`config.mk`:
```
export PLATFORM = sky130hd
export DESIGN_NAME = charlieplex_led_frame_scanner_top
export DESIGN_NICKNAME = d
export VERILOG_FILES = /design/src/rtl/core/clfs_pkg.sv /design/src/rtl/core/charlieplex_led_frame_scanner_top.sv /design/src/rtl/core/clfs_line_dec.sv
export VERILOG_INCLUDE_DIRS = /design/src /design/src/rtl/core
export SDC_FILE = /design/constraint.sdc
export NUM_CORES = 1
export LEC_CHECK = 0
export BUFFER_PORTS_ARGS = -buffer_cell sky130_fd_sc_hd__clkbuf_2
export CAP_MARGIN = 20
export CELL_PAD_IN_SITES_DETAIL_PLACEMENT = 0
export CELL_PAD_IN_SITES_GLOBAL_PLACEMENT = 1
export CORE_UTILIZATION = 30
export CTS_BUF_LIST = sky130_fd_sc_hd__clkbuf_8
export CTS_CLUSTER_DIAMETER = 120
export DETAILED_ROUTE_END_ITERATION = 7
export PLACE_DENSITY_LB_ADDON = 0.2
export SYNTH_ARGS = -nofsm -noshare
export SYNTH_HDL_FRONTEND = slang
export SYNTH_SLANG_ARGS = --single-unit
export TNS_END_PERCENT = 50
```
`constraint.sdc`:
```
create_clock -name clock -period 6.6 [get_ports clock]
set_input_delay 0.33 -clock clock [delete_from_list [all_inputs] [get_ports clock]]
set_output_delay 0.33 -clock clock [all_outputs]
set_load 0.005 [all_outputs]
```
`src/rtl/core/charlieplex_led_frame_scanner_top_macros.svh`:
```
// Assertion macros for the scanner RTL.
// Both forms are clocked on the rising edge and masked while reset is high.
`ifndef CHARLIEPLEX_LED_FRAME_SCANNER_TOP_MACROS_SVH
`define CHARLIEPLEX_LED_FRAME_SCANNER_TOP_MACROS_SVH

`ifndef SYNTHESIS
// Check that cond_expr holds at every edge.
`define CLFS_ASSERT_ALWAYS(label, clk, rst, cond_expr) \
   label: assert property (@(posedge clk) disable iff (rst) (cond_expr)) \
      else $error("scanner assertion failed");
// Check that cons_expr holds whenever ante_expr holds.
`define CLFS_ASSERT_IMPLIES(label, clk, rst, ante_expr, cons_expr) \
   label: assert property (@(posedge clk) disable iff (rst) (ante_expr) |-> (cons_expr)) \
      else $error("scanner assertion failed");
`else
`define CLFS_ASSERT_ALWAYS(label, clk, rst, cond_expr)
`define CLFS_ASSERT_IMPLIES(label, clk, rst, ante_expr, cons_expr)
`endif

`endif

```
`src/rtl/core/clfs_pkg.sv`:
```
`timescale 1ns / 1ps

package clfs_pkg;

   // Fixed field widths of the stream beats
   localparam int FRAME_W      = 54;
   localparam int REPEATS_W    = 16;
   localparam int TICKS_W      = 16;
   localparam int SLOT_W       = 6;
   localparam int OUT_LINES    = 8;
   localparam int LINE_IDX_W   = 4;
   localparam int REQ_DATA_W   = 72;
   localparam int RSP_DATA_W   = 32;

   // Widest supported frame and repeat counter
   localparam int LED_COUNT_MAX   = 56;
   localparam int REPEAT_BITS_MAX = 32;

   // Default configuration
   localparam int DEF_LINE_COUNT  = 8;
   localparam int DEF_LED_COUNT   = 54;
   localparam int DEF_REPEAT_BITS = 16;
   localparam logic [TICKS_W-1:0] SLOT_TICKS_RESET = 16'd128;

   // Command codes carried in req_tuser
   typedef enum logic {
      CMD_LOAD = 1'b0,
      CMD_TICK = 1'b1
   } cmd_type;

   // Position of the current slot, handed to the line decoder
   typedef struct packed {
      logic                  lit;
      logic [SLOT_W-1:0]     cath;
      logic [LINE_IDX_W-1:0] j;
   } slot_pos_type;

   // Result beat, first field in the highest bits
   typedef struct packed {
      logic [6:0]           pad;
      logic                 accepted;
      logic                 frame_done;
      logic                 busy_res;
      logic [SLOT_W-1:0]    slot;
      logic [OUT_LINES-1:0] line_level;
      logic [OUT_LINES-1:0] line_drive;
   } rsp_beat_type;

endpackage

```
`src/rtl/core/charlieplex_led_frame_scanner_top.sv`:
```
`timescale 1ns / 1ps
// Charlieplex LED frame scanner. A load beat (req_tuser = 0) latches a frame
// bitmap and a repeat count and is refused while a scan runs; a repeat count of
// zero reports frame_done at once. Tick beats (req_tuser = 1) advance the dwell
// counter; each LED slot is held csr_wr_data ticks (0 acts as 1), and slot k is
// lit on cathode line k/(LINE_COUNT-1) with the anode on line k mod (LINE_COUNT-1),
// skipping the cathode line. Every request beat produces exactly one response beat
// carrying the state after it. The block takes one beat per clock: all the work sits
// between the state registers and the response register, so the response appears in
// the cycle after the request is accepted, and input stalls only when the response
// register is full and rsp_tready is low.
`include "charlieplex_led_frame_scanner_top_macros.svh"

module charlieplex_led_frame_scanner_top
   import clfs_pkg::*;
#(
   parameter int LINE_COUNT  = DEF_LINE_COUNT,
   parameter int LED_COUNT   = DEF_LED_COUNT,
   parameter int REPEAT_BITS = DEF_REPEAT_BITS
) (
   input  logic                  clock,
   input  logic                  reset,
   // request channel
   input  logic                  req_tvalid,
   output logic                  req_tready,
   input  logic [REQ_DATA_W-1:0] req_tdata,  // frame_bits[53:0], repeats[69:54], zero
   input  logic                  req_tuser,  // command
   // response channel
   output logic                  rsp_tvalid,
   input  logic                  rsp_tready,
   output logic [RSP_DATA_W-1:0] rsp_tdata,  // line_drive[7:0], line_level[15:8],
                                             // slot[21:16], busy_res[22],
                                             // frame_done[23], accepted[24], zero
   // configuration
   input  logic                  csr_wr_en,
   input  logic [TICKS_W-1:0]    csr_wr_data  // slot_ticks
);

   localparam int SLOT_IDX_W = (LED_COUNT > 1) ? $clog2(LED_COUNT) : 1;
   localparam logic [SLOT_W-1:0]     SLOT_LAST = SLOT_W'(LED_COUNT - 1);
   localparam logic [LINE_IDX_W-1:0] J_LAST    = LINE_IDX_W'(LINE_COUNT - 2);

   // State registers
   logic [LED_COUNT-1:0]   frame_ff, frame_in;
   logic [REPEAT_BITS-1:0] scans_ff, scans_in;
   logic [SLOT_W-1:0]      slot_ff, slot_in;
   logic [SLOT_W-1:0]      cath_ff, cath_in;
   logic [LINE_IDX_W-1:0]  j_ff, j_in;
   logic [TICKS_W-1:0]     dwell_ff, dwell_in;
   logic                   running_ff, running_in;
   logic [TICKS_W-1:0]     slot_ticks_ff;

   // Response register
   logic                   rsp_tvalid_ff, rsp_tvalid_in;
   rsp_beat_type           rsp_beat_ff, rsp_beat_in;

   logic                   accept;
   cmd_type                cmd;
   logic [LED_COUNT_MAX-1:0]   frame_ext;
   logic [REPEAT_BITS_MAX-1:0] repeats_ext;
   logic [TICKS_W-1:0]     limit;
   logic [TICKS_W:0]       dwell_sum;
   logic                   done;
   logic                   acc;
   slot_pos_type           pos;
   logic [OUT_LINES-1:0]   line_drive;
   logic [OUT_LINES-1:0]   line_level;

   // Accept a beat whenever the response register is free or draining
   assign req_tready = !rsp_tvalid_ff || rsp_tready;
   assign accept     = req_tvalid && req_tready;
   assign cmd        = cmd_type'(req_tuser);

   assign frame_ext   = {{(LED_COUNT_MAX-FRAME_W){1'b0}}, req_tdata[FRAME_W-1:0]};
   assign repeats_ext = {{(REPEAT_BITS_MAX-REPEATS_W){1'b0}},
                         req_tdata[FRAME_W+REPEATS_W-1:FRAME_W]};

   assign limit     = (slot_ticks_ff == '0) ? TICKS_W'(1) : slot_ticks_ff;
   assign dwell_sum = {1'b0, dwell_ff} + 1'b1;

   // Advance the scan state for one beat
   always_comb begin
      frame_in   = frame_ff;
      scans_in   = scans_ff;
      slot_in    = slot_ff;
      cath_in    = cath_ff;
      j_in       = j_ff;
      dwell_in   = dwell_ff;
      running_in = running_ff;
      done       = 1'b0;
      acc        = 1'b0;
      if (accept) begin
         case (cmd)
            CMD_LOAD: begin
               if (!running_ff) begin
                  acc      = 1'b1;
                  frame_in = frame_ext[LED_COUNT-1:0];
                  scans_in = repeats_ext[REPEAT_BITS-1:0];
                  slot_in  = '0;
                  cath_in  = '0;
                  j_in     = '0;
                  dwell_in = '0;
                  if (repeats_ext[REPEAT_BITS-1:0] == '0) begin
                     done = 1'b1;
                  end else begin
                     running_in = 1'b1;
                  end
               end
            end
            CMD_TICK: begin
               if (running_ff) begin
                  if (dwell_sum >= {1'b0, limit}) begin
                     dwell_in = '0;
                     if (slot_ff == SLOT_LAST) begin
                        slot_in  = '0;
                        cath_in  = '0;
                        j_in     = '0;
                        scans_in = scans_ff - 1'b1;
                        if (scans_ff == REPEAT_BITS'(1)) begin
                           running_in = 1'b0;
                           done       = 1'b1;
                        end
                     end else begin
                        slot_in = slot_ff + 1'b1;
                        if (j_ff == J_LAST) begin
                           j_in    = '0;
                           cath_in = cath_ff + 1'b1;
                        end else begin
                           j_in = j_ff + 1'b1;
                        end
                     end
                  end else begin
                     dwell_in = dwell_sum[TICKS_W-1:0];
                  end
               end
            end
            default: begin
            end
         endcase
      end
   end

   // Look up the lit bit of the slot shown after this beat
   always_comb begin
      pos.lit  = running_in && frame_in[slot_in[SLOT_IDX_W-1:0]];
      pos.cath = cath_in;
      pos.j    = j_in;
   end

   clfs_line_dec #(
      .LINE_COUNT (LINE_COUNT)
   ) u_line_dec (
      .pos        (pos),
      .line_drive (line_drive),
      .line_level (line_level)
   );

   // Build the response beat
   always_comb begin
      rsp_beat_in            = '0;
      rsp_beat_in.line_drive = line_drive;
      rsp_beat_in.line_level = line_level;
      rsp_beat_in.slot       = slot_in;
      rsp_beat_in.busy_res   = running_in;
      rsp_beat_in.frame_done = done;
      rsp_beat_in.accepted   = acc;
   end

   // Hold the response until taken, load on every accepted beat
   always_comb begin
      rsp_tvalid_in = rsp_tvalid_ff;
      if (accept) begin
         rsp_tvalid_in = 1'b1;
      end else if (rsp_tready) begin
         rsp_tvalid_in = 1'b0;
      end
   end

   // Scan state and configuration
   always_ff @(posedge clock) begin
      if (reset) begin
         frame_ff      <= '0;
         scans_ff      <= '0;
         slot_ff       <= '0;
         cath_ff       <= '0;
         j_ff          <= '0;
         dwell_ff      <= '0;
         running_ff    <= 1'b0;
         slot_ticks_ff <= SLOT_TICKS_RESET;
         rsp_tvalid_ff <= 1'b0;
      end else begin
         frame_ff      <= frame_in;
         scans_ff      <= scans_in;
         slot_ff       <= slot_in;
         cath_ff       <= cath_in;
         j_ff          <= j_in;
         dwell_ff      <= dwell_in;
         running_ff    <= running_in;
         rsp_tvalid_ff <= rsp_tvalid_in;
         if (csr_wr_en) begin
            slot_ticks_ff <= csr_wr_data;
         end
      end
   end

   // Response payload
   always_ff @(posedge clock) begin
      if (accept) begin
         rsp_beat_ff <= rsp_beat_in;
      end
   end

   assign rsp_tvalid = rsp_tvalid_ff;
   assign rsp_tdata  = rsp_beat_ff;

   // A running scan always has scans left and stays inside the frame
   `CLFS_ASSERT_IMPLIES(a_run_has_scans, clock, reset, running_ff, scans_ff != '0)
   `CLFS_ASSERT_IMPLIES(a_run_slot_range, clock, reset, running_ff, slot_ff <= SLOT_LAST)
   // Idle scanner parks at slot zero with a cleared counter
   `CLFS_ASSERT_IMPLIES(a_idle_parked, clock, reset, !running_ff,
      (slot_ff == '0) && (dwell_ff == '0) && (cath_ff == '0) && (j_ff == '0))
   // A finished frame never reports busy on the same beat
   `CLFS_ASSERT_IMPLIES(a_done_not_busy, clock, reset,
      rsp_tvalid_ff && rsp_beat_ff.frame_done, !rsp_beat_ff.busy_res)
   // Lines only drive while busy
   `CLFS_ASSERT_IMPLIES(a_idle_floats, clock, reset,
      rsp_tvalid_ff && !rsp_beat_ff.busy_res, rsp_beat_ff.line_drive == '0)

endmodule

```
`src/rtl/core/clfs_line_dec.sv`:
```
`timescale 1ns / 1ps

module clfs_line_dec
   import clfs_pkg::*;
#(
   parameter int LINE_COUNT = DEF_LINE_COUNT
) (
   input  slot_pos_type         pos,
   output logic [OUT_LINES-1:0] line_drive,
   output logic [OUT_LINES-1:0] line_level
);

   logic [LINE_IDX_W-1:0] anode;

   // Skip the cathode line when picking the anode
   always_comb begin
      if ({{(SLOT_W-LINE_IDX_W){1'b0}}, pos.j} < pos.cath) begin
         anode = pos.j;
      end else begin
         anode = pos.j + 1'b1;
      end
   end

   // Drive cathode low and anode high on lines that exist
   always_comb begin
      for (int i = 0; i < OUT_LINES; i++) begin
         line_drive[i] = 1'b0;
         line_level[i] = 1'b0;
         if (pos.lit && (i < LINE_COUNT)) begin
            if (pos.cath == SLOT_W'(i)) begin
               line_drive[i] = 1'b1;
            end
            if (anode == LINE_IDX_W'(i)) begin
               line_drive[i] = 1'b1;
               line_level[i] = 1'b1;
            end
         end
      end
   end

endmodule
```
==> reports/results.txt, run 1 <==
Ant. Diodes - 0
port bufs - 118
Slew Limit Fails - 0
setup violators final - 0
status - finished, violations left
std cell rows - 59
unrepaired setup endpoints after global routing - false
Post-Syn Area per Cell - 8.15 um2
Clock Path Buffers - 2
main combinational cell family by area after synthesis - simple AND/OR/NAND/NOR gates
DRC - 2
initial antenna violation count - 0
Area contributors post-synth - dfxtp_1 (30%), edfxtp_1 (9.3%), nand2_1 (9.2%)
post-synthesis mux area share - 4.26%
met3 WL - 574 um
Initial DRC Count - 434
cell taking the most area after synthesis - dfxtp_1
post-DP HPWL - 16,100 um
Area Overhead vs Synth - 15.6%
fmax - 0.165 GHz
Worst Tran Pin Value - 1.01 ns
Synth cell types - 93
leakage dissipation - 3.71 nW
post-synth top area share - 29.8%
Initial Utilization - 30.7%
final hold vios - 0
Worst EP arrival - 6.24 ns
Core Box Area - 26,200 um2
die width - 166 um
CP startpoint kind - register
layout cells sized above 1 - 19.4%
vias in the first global route - 6,973
fin crit share - 91.9%
Post-Route Utilization - 35.5%
fin nets - 1,210
#FFs+latches synth - 145
Avg WL per Cell - 16.0 um
FFs w/ async S/R, synth - 0%
cell area power density - 202 nW/um2
pre-CTS setup slack - 0.363 ns
violated checks - DRC
Hold Buf Count CTS - 0
CTS Sinks - 145
Post-Synthesis Cell Area - 8060 um2
Post-synth EDFFs - 25
Placer Congestion - 0.780
largest net degree at the start of global routing - 87
HP Class - primary input to register
Post-Place Cells - 1,403
worst-path fanout max - 9
clk_lat worst skew - 0.46 ns
DRT antenna net count - 0
ys flop type - dfxtp_1
Total Wirelength - 22,900 um
met2 routed WL - 10,800 um
Worst slew margin - 32.1%
number of buffers created by CTS - 17
via count - 7,220
CP Capture Type - register
DIE HEIGHT - 166 um
Clock Tree Root - clkbuf_8
IO Pins - 128
Clk pin slew, worst setup/hold paths - 0.11 ns
CTS tree - yes
H-tree depth - 4
Setup CP Type - register to register
commonest non-fill, non-tap cell in the layout - nand2_1
Non-Filler Instances - 1,435
setup_tns - 0 ns
first-pass GRT wire length - 37,800 um
clock skew - 0.0201 ns
metal1 wirelength - 11,300 um
gr usage total - 17.1%
Adder-Cell Fraction of Synth Area - 4.50%
top sig layer - met4
Final WS setup - 0.533 ns
WP data required - 6.78 ns
First-pass DRT Iterations - 6
Tmin final - 6.07 ns
maximum VDD drop - 0.109 mV
simple-gate share of the synthesized area - 24.5%
GRT Residual Overflow - 0
Post-Synth XOR/XNOR Area - 1.85%
Synthesis Warnings - 0
max-cap viol count - 0
Die ar. - 27,500 um2
final total power - 0.00188 W
vias per cell - 5.03
post-synthesis sequential area ratio - 39.1%
Syn Inst Count - 989
most frequent cells in the layout - nand2_1 (196), dfxtp_1 (119), clkbuf_2 (117)
compound-gate portion of the synthesized area - 19.5%
==> logic make-up after synthesis <==
group	after synthesis
compound gates	231
xor+xnor	17
fa+ha+maj	29
buf+inv	102
flops	145
mux	34
other cells	1
simple gates	430
==> repair_timing <==
item	4_1_cts	5_1_grt
gates resized for setup	0	12
endpoints found under the setup margin	0	8
endpoints found under the hold margin	0	0
setup buffers	0	0
==> registers in the layout (all words and copies together) (netlist names) <==
signal and flops:
frame_ff 54, rsp_tdata 25, dwell_ff 16, scans_ff 16
slot_ticks_ff 16, cath_ff 6, slot_ff 6, j_ff 4
rsp_tvalid 1, running_ff 1
==> final cells by class <==
class                   instances  area [um2]
clock buffers                  17         234
inverters                      44         173
clock inverters                15         139
multi-input cells             748        4500
repair buffers                131         691
well taps                     335         419
fillers                      2804       16900
flip-flops and latches        145        3150
==> worst paths after layout <==
path	startpoint	endpoint	slack [ns]	cells after the start
max	dwell_ff[0]	rsp_tdata[5]	0.53	23
max reg2reg	dwell_ff[0]	rsp_tdata[5]	0.53	23
min	req_tdata[31]	frame_ff[31]	0.07	3
min reg2reg	frame_ff[9]	frame_ff[9]	0.46	2
==> cells in the mapped netlist, types with 5 or more instances <==
cell type	number
nand2b_1	5
a21oi_1	90
ha_1	29
buf_2	5
mux2i_1	32
buf_4	7
or3_1	7
nand4_1	10
nand2_1	197
or4_1	5
o21ai_0	25
nor3_1	22
clkbuf_1	35
xnor2_1	9
a31oi_1	7
o21a_1	6
dfxtp_1	120
nor2_2	6
nor4_1	14
o31ai_1	7
xor2_1	8
and3_1	7
o22ai_1	7
inv_1	40
a211oi_1	11
a32oi_1	8
nor2_1	94
edfxtp_1	25
a22oi_1	17
nand3_1	35
==> power by group <==
| part | switching [W] | leakage (nW) | total, W | internal (W) |
|---|---|---|---|---|
| Clock | 0.000405 | 0.187 | 0.000682 | 0.000278 |
| Combinational | 0.000155 | 2.29 | 0.000246 | 0.0000919 |
| Sequential | 0.0000207 | 1.23 | 0.000954 | 0.000934 |
| Total | 0.000580 | 3.71 | 0.00188 | 0.00130 |
==> stage by stage <==
stage	hold WS (ns)	cell area, um2
floorplan	0.430	8080
global route	0.0389	9310
CTS	0.0409	9260
finish	0.0727	9310
global placement	0.438	8880
detailed placement	0.443	8880
==> critical path, stage by stage (launching register included) <==
cell,delay [ns]
dfxtp_1,0.41
nand3_1,0.13
nor2_1,0.21
and3_1,0.22
and3_1,0.27
nor2b_1,0.19
nand3_1,0.18
nor2_1,0.17
xor2_1,0.10
ha_1,0.34
nand3_2,0.16
nor4_4,0.35
a32oi_4,0.12
a31o_2,0.34
a211o_2,0.32
a32oi_2,0.25
inv_1,0.12
ha_1,0.20
or3_1,0.39
o211a_2,0.32
and3_1,0.18
or4_1,0.58
nand2_1,0.14
a21oi_1,0.09
==> layer usage <==
layer  global-route usage, %  vias up
met5                       0        -
met4                    3.66        0
met3                    2.72       10
met2                    27.8      110
met1                    23.8     3385
li1                        -     3715
(Power assumes the default switching activity.)
==> inputs of run 2 (changes only) <==
Settings changed: PLACE_DENSITY from default to 0.6, PLACE_DENSITY_LB_ADDON 0.2 to default.
==> run 2 against run 1 <==
The flow still finishes with violations (DRC); register-to-register slack worse by 0.10 ns; largest power group unchanged; combinational power about the same; via count grew 0.30%.
==> reports/results.txt, run 2 (synthesized netlist as in run 1, its figures left out) <==
status - finished, violations left
violated checks - DRC
via count - 7,242
number of flip-flops in the largest register - 54
Die ar. - 27,500 um2
Setup Fix Bufs, Post-CTS - 0
Clock Path Buffers - 2
slowest cell on the critical path - or4_1
CTS Sinks - 145
DIE HEIGHT - 166 um
CTS tree - yes
Setup CP Type - register to register
worst-path fanout max - 9
Int Power - 0.00138 W
cell area power density - 211 nW/um2
leakage dissipation - 3.74 nW
commonest non-fill, non-tap cell in the layout - nand2_1
vias in the first global route - 6,967
CP startpoint kind - register
gr usage total - 16.8%
WP data required - 6.80 ns
most frequent cells in the layout - nand2_1 (196), dfxtp_1 (120), clkbuf_2 (117)
Post-Place Cells - 1,404
CP bufs+invs - 1
Initial DRC Count - 492
port bufs - 118
Worst EP arrival - 6.37 ns
number of buffers created by CTS - 17
hold wc startpoint - req_tdata[36]
post-DP HPWL - 16,000 um
final total power - 0.00197 W
final hold vios - 0
DRT antenna net count - 0
Worst Tran Pin Value - 1.02 ns
fin nets - 1,211
Placer Congestion - 0.802
HP Class - primary input to register
# fillers - 2,789
sequential power share - 48.4%
Final WS setup - 0.430 ns
Clock Tree Root - clkbuf_8
Post-Route Utilization - 35.6%
DRC - 1
first-pass GRT wire length - 37,200 um
Slew Limit Fails - 0
fmax - 0.162 GHz
Ant. Diodes - 0
Non-Filler Instances - 1,436
vias per cell - 5.04
Comb pwr share - 12.4%
H-tree depth - 4
largest net degree at the start of global routing - 70
P_sw - 0.000590 W
std cell rows - 59
initial antenna violation count - 0
Critical R2R Capture - rsp_tdata[4]
largest stage delay on the critical path - 0.59 ns
clock skew - 0.0243 ns
Total Wirelength - 22,800 um
GRT Residual Overflow - 0
Avg WL per Cell - 15.9 um
Initial Utilization - 30.7%
maximum VDD drop - 0.0854 mV
Area Overhead vs Synth - 15.8%
r2r worst-path depth - 23
die width - 166 um
max-cap viol count - 0
IO Pins - 128
Core Box Area - 26,200 um2
WHS Path Cells - 3
Reg-to-Reg Start - dwell_ff[2]
hold slack - 0.0582 ns
CP Capture Type - register
First-pass DRT Iterations - 7
Top Family by Delay on Critical Path - simple AND/OR/NAND/NOR gates
hold endpoint - frame_ff[36]
Switching Fraction - 29.9%
Worst slew margin - 31.8%
Reg2Reg Setup Slack - 0.43 ns
pre-CTS setup slack - 0.312 ns
Tmin final - 6.17 ns
Biggest register - frame_ff
setup violators final - 0
Clk pin slew, worst setup/hold paths - 0.11 ns
Clock power frac - 39.2%
clk_lat worst skew - 0.48 ns
CP cell instances - nand3_1 -> nor2_1 -> and3_1 -> and3_1 -> nor2b_1 -> nand3_1 -> nor2_1 -> xor2_1 -> ha_1 -> nand3_1 -> nor4_2 -> a32oi_2 -> a31o_2 -> a211o_2 -> a32oi_1 -> inv_1 -> ha_1 -> or3_1 -> o211a_1 -> and3_1 -> or4_1 -> nand2_1 -> a21oi_1
layout cells sized above 1 - 19.1%
fin crit share - 93.5%
==> run 2: changes by cell type in the layout (fill, tap and decap cells not counted), sizes merged <==
cell	change
buf	+1
bufinv	+2
clkinv	-1
clkinvlp	-1
==> run 2: per-stage QoR <==
step | TNS, ns | instance area, um2
CTS | 0 | 9310
floorplan | 0 | 8080
finish | 0 | 9330
global route | -0.00569 | 9330
global placement | 0 | 8890
detailed placement | 0 | 8890
==> run 2: timing repair <==
action                                  in CTS  in global routing
gates resized for setup                      0                  5
hold buffers                                 0                  0
endpoints found under the setup margin       0                  8
==> run 2: per-layer routing <==
layer,vias to the layer above,global-route usage [%],part of all wire [%]
met5,-,0,0
met4,0,4.27,1.3
met3,20,3.05,2.9
met2,118,27.0,46
met1,3391,23.0,50
li1,3713,-,-
==> run 2: power groups by stage <==
stage | registers [W] | clock network, W | logic (W)
final | 0.000954 | 0.000772 | 0.000244
after global routing | 0.000959 | 0.000832 | 0.000276
after CTS | 0.000954 | 0.000797 | 0.000246
after detailed placement | 0.000975 | 0 | 0.000245
after floorplan | 0.000970 | 0 | 0.000160
after global placement | 0.000974 | 0 | 0.000245
==> run 2: worst max path at each step <==
stage / start / endpoint / slack (ns) / cells after the start
after global routing: dwell_ff[2] / rsp_tdata[4] / -0.006 / 23
after floorplan: dwell_ff[2] / rsp_tdata[5] / 0.90 / 25
after global placement: dwell_ff[2] / rsp_tdata[5] / 0.36 / 25
after detailed placement: dwell_ff[2] / rsp_tdata[4] / 0.31 / 25
after CTS: dwell_ff[2] / rsp_tdata[4] / 0.29 / 25
final: dwell_ff[2] / rsp_tdata[4] / 0.43 / 23
==> run 2: area by class of cell <==
class	count	area, um2	share of cell area [%]
Tap cell	335	419	4.49
Multi-Input combinational cell	748	4470	47.9
Clock buffer	17	234	2.51
Clock inverter	15	188	2.01
Timing Repair Buffer	132	698	7.48
Inverter	44	173	1.85
Sequential cell	145	3150	33.8
==> run 2: worst min-delay path, delay by kind of cell <==
| family | cells | cell delay [ns] |
|---|---|---|
| AOI/OAI and AO/OA | 1 | 0.05 |
| and+or+nand+nor | 1 | 0.04 |
| buffers and inverters | 1 | 0.08 |
==> inputs of run 3 (changes only) <==
Clock period 6.6 ns to 5.75 ns, I/O delays scaled along.
==> run 3 against run 2 <==
Register-to-register slack worse by 0.07 ns; flip-flop and latch count did not move; critical endpoint is now rsp_tdata[5]; wire length up 1.2%; critical path type unchanged; combinational power is 20% higher; the flow still finishes with violations (DRC); clock skew fell by 0.0087 ns.
==> reports/results.txt, run 3 (synthesized netlist as in run 1, its figures left out) <==
DRT antenna net count - 0
DIE HEIGHT - 166 um
Area Overhead vs Synth - 19.6%
Initial Utilization - 30.7%
fin crit share - 93.8%
Setup CP Type - register to register
Clock Path Buffers - 2
post-DP HPWL - 16,200 um
Worst Tran Pin Value - 1.03 ns
GRT Residual Overflow - 0
H-tree depth - 4
CP cell instances - buf_4 -> ha_1 -> nand4_2 -> nor3_1 -> nand2_1 -> xnor2_1 -> ha_1 -> nand4_1 -> nor4_2 -> a32oi_2 -> a31o_1 -> a211o_2 -> a32oi_2 -> inv_1 -> ha_1 -> or3_1 -> o211a_1 -> and3_1 -> or4_4 -> nand2_1 -> a21oi_1
fmax - 0.185 GHz
Worst EP arrival - 5.62 ns
Critical R2R Capture - rsp_tdata[5]
gr usage total - 17.1%
CP startpoint - dwell_ff[0]
CTS Sinks - 145
vias in the first global route - 7,104
WHS Path Cells - 3
commonest non-fill, non-tap cell in the layout - nand2_1
via count - 7,355
Clock Tree Root - clkbuf_8
Tmin final - 5.39 ns
Reg-to-Reg Start - dwell_ff[0]
violated checks - DRC
layout cells sized above 1 - 20.5%
std cell rows - 59
Ant. Diodes - 0
CP endpoint - rsp_tdata[5]
CP startpoint kind - register
final hold vios - 0
number of buffers created by CTS - 17
maximum VDD drop - 0.112 mV
setup violators final - 0
status - finished, violations left
pre-CTS setup slack - 0.0434 ns
port bufs - 118
Slew Limit Fails - 0
Total Wirelength - 23,100 um
initial antenna violation count - 0
First-pass DRT Iterations - 7
most frequent cells in the layout - nand2_1 (196), dfxtp_1 (119), clkbuf_2 (117)
hold wc startpoint - req_tdata[6]
slowest cell on the critical path - or4_4
leakage dissipation - 3.88 nW
CTS tree - yes
IO Pins - 128
worst-path fanout max - 4
clk_lat worst skew - 0.47 ns
first-pass GRT wire length - 37,800 um
Die ar. - 27,500 um2
WP data required - 5.98 ns
Setup Fix Bufs, Post-CTS - 0
largest stage delay on the critical path - 0.54 ns
final total power - 0.00227 W
Placer Congestion - 0.810
hold slack - 0.0360 ns
r2r worst-path depth - 21
HP Class - primary input to register
Final WS setup - 0.359 ns
CP most frequent cell - ha_1
Core Box Area - 26,200 um2
cell area power density - 236 nW/um2
Worst slew margin - 30.1%
number of flip-flops in the largest register - 54
die width - 166 um
vias per cell - 5.02
Biggest register - frame_ff
CP Capture Type - register
max-cap viol count - 0
Clk pin slew, worst setup/hold paths - 0.10 ns
Reg2Reg Setup Slack - 0.36 ns
Avg WL per Cell - 15.8 um
clock skew - 0.0156 ns
DRC - 2
Initial DRC Count - 445
largest net degree at the start of global routing - 70
fin nets - 1,240
run 3: changes by cell type in the layout (fill, tap and decap cells not counted), sizes merged:
cell	change
dlygate4sd3	+15
buf	+14
inv	+2
clkinv	-1
clkinvlp	-1
run 3: critical path: cells and delay by family, from the launching register on:
family / cells / cell delay [ns]
AOI/OAI and AO/OA: 6 / 1.28
buffers and inverters: 2 / 0.23
xor gates and xnor gates: 1 / 0.16
adders and majority gates: 3 / 0.74
DFF: 1 / 0.34
and+or+nand+nor: 9 / 2.40
run 3: worst min path at each step:
stage	endpoint	slack, ns
finish	frame_ff[6]	0.04
global route	frame_ff[53]	0.01
CTS	frame_ff[7]	0.002
detailed placement	frame_ff[34]	0.45
global placement	frame_ff[9]	0.44
floorplan	slot_ticks_ff[7]	0.42
run 3: through the flow:
| step | util, % | area (um2) | setup TNS (ns) | instances |
|---|---|---|---|---|
| final | 36.8 | 9630 | 0 | 1465 |
| after CTS | 36.5 | 9560 | 0 | 1464 |
| after detailed placement | 34.4 | 9000 | 0 | 1418 |
| after floorplan | - | 8080 | 0 | 995 |
| after global routing | 36.8 | 9630 | -0.0148 | 1465 |
| after global placement | 34.4 | 9000 | 0 | 1418 |
run 3: layer usage:
metal	GRT usage, %	share of wire, %
met1	23.7	50
met2	27.0	45
met3	2.96	2.9
met4	4.92	1.8
met5	0	0
run 3: cell type report:
class | instances | area (um2)
multi-input combinational | 748 | 4500
fill | 2726 | 16600
timing repair buffer | 161 | 966
clock inverter | 15 | 183
clock buffer | 17 | 234
sequential | 145 | 3150
inverter | 44 | 173
tap | 335 | 419
run 3: report_power, final:
group          switching [W]  internal [W]  leakage, nW
registers          0.0000232       0.00107         1.23
logic               0.000178      0.000114         2.44
clock network       0.000478      0.000409        0.216
total               0.000679       0.00159         3.88
run 3: what timing repair did:
action | 4_1_cts | 5_1_grt
endpoints found under the setup margin | 0 | 16
gates resized for setup | 0 | 14
endpoints found under the hold margin | 14 | 1
hold buffers | 14 | 1
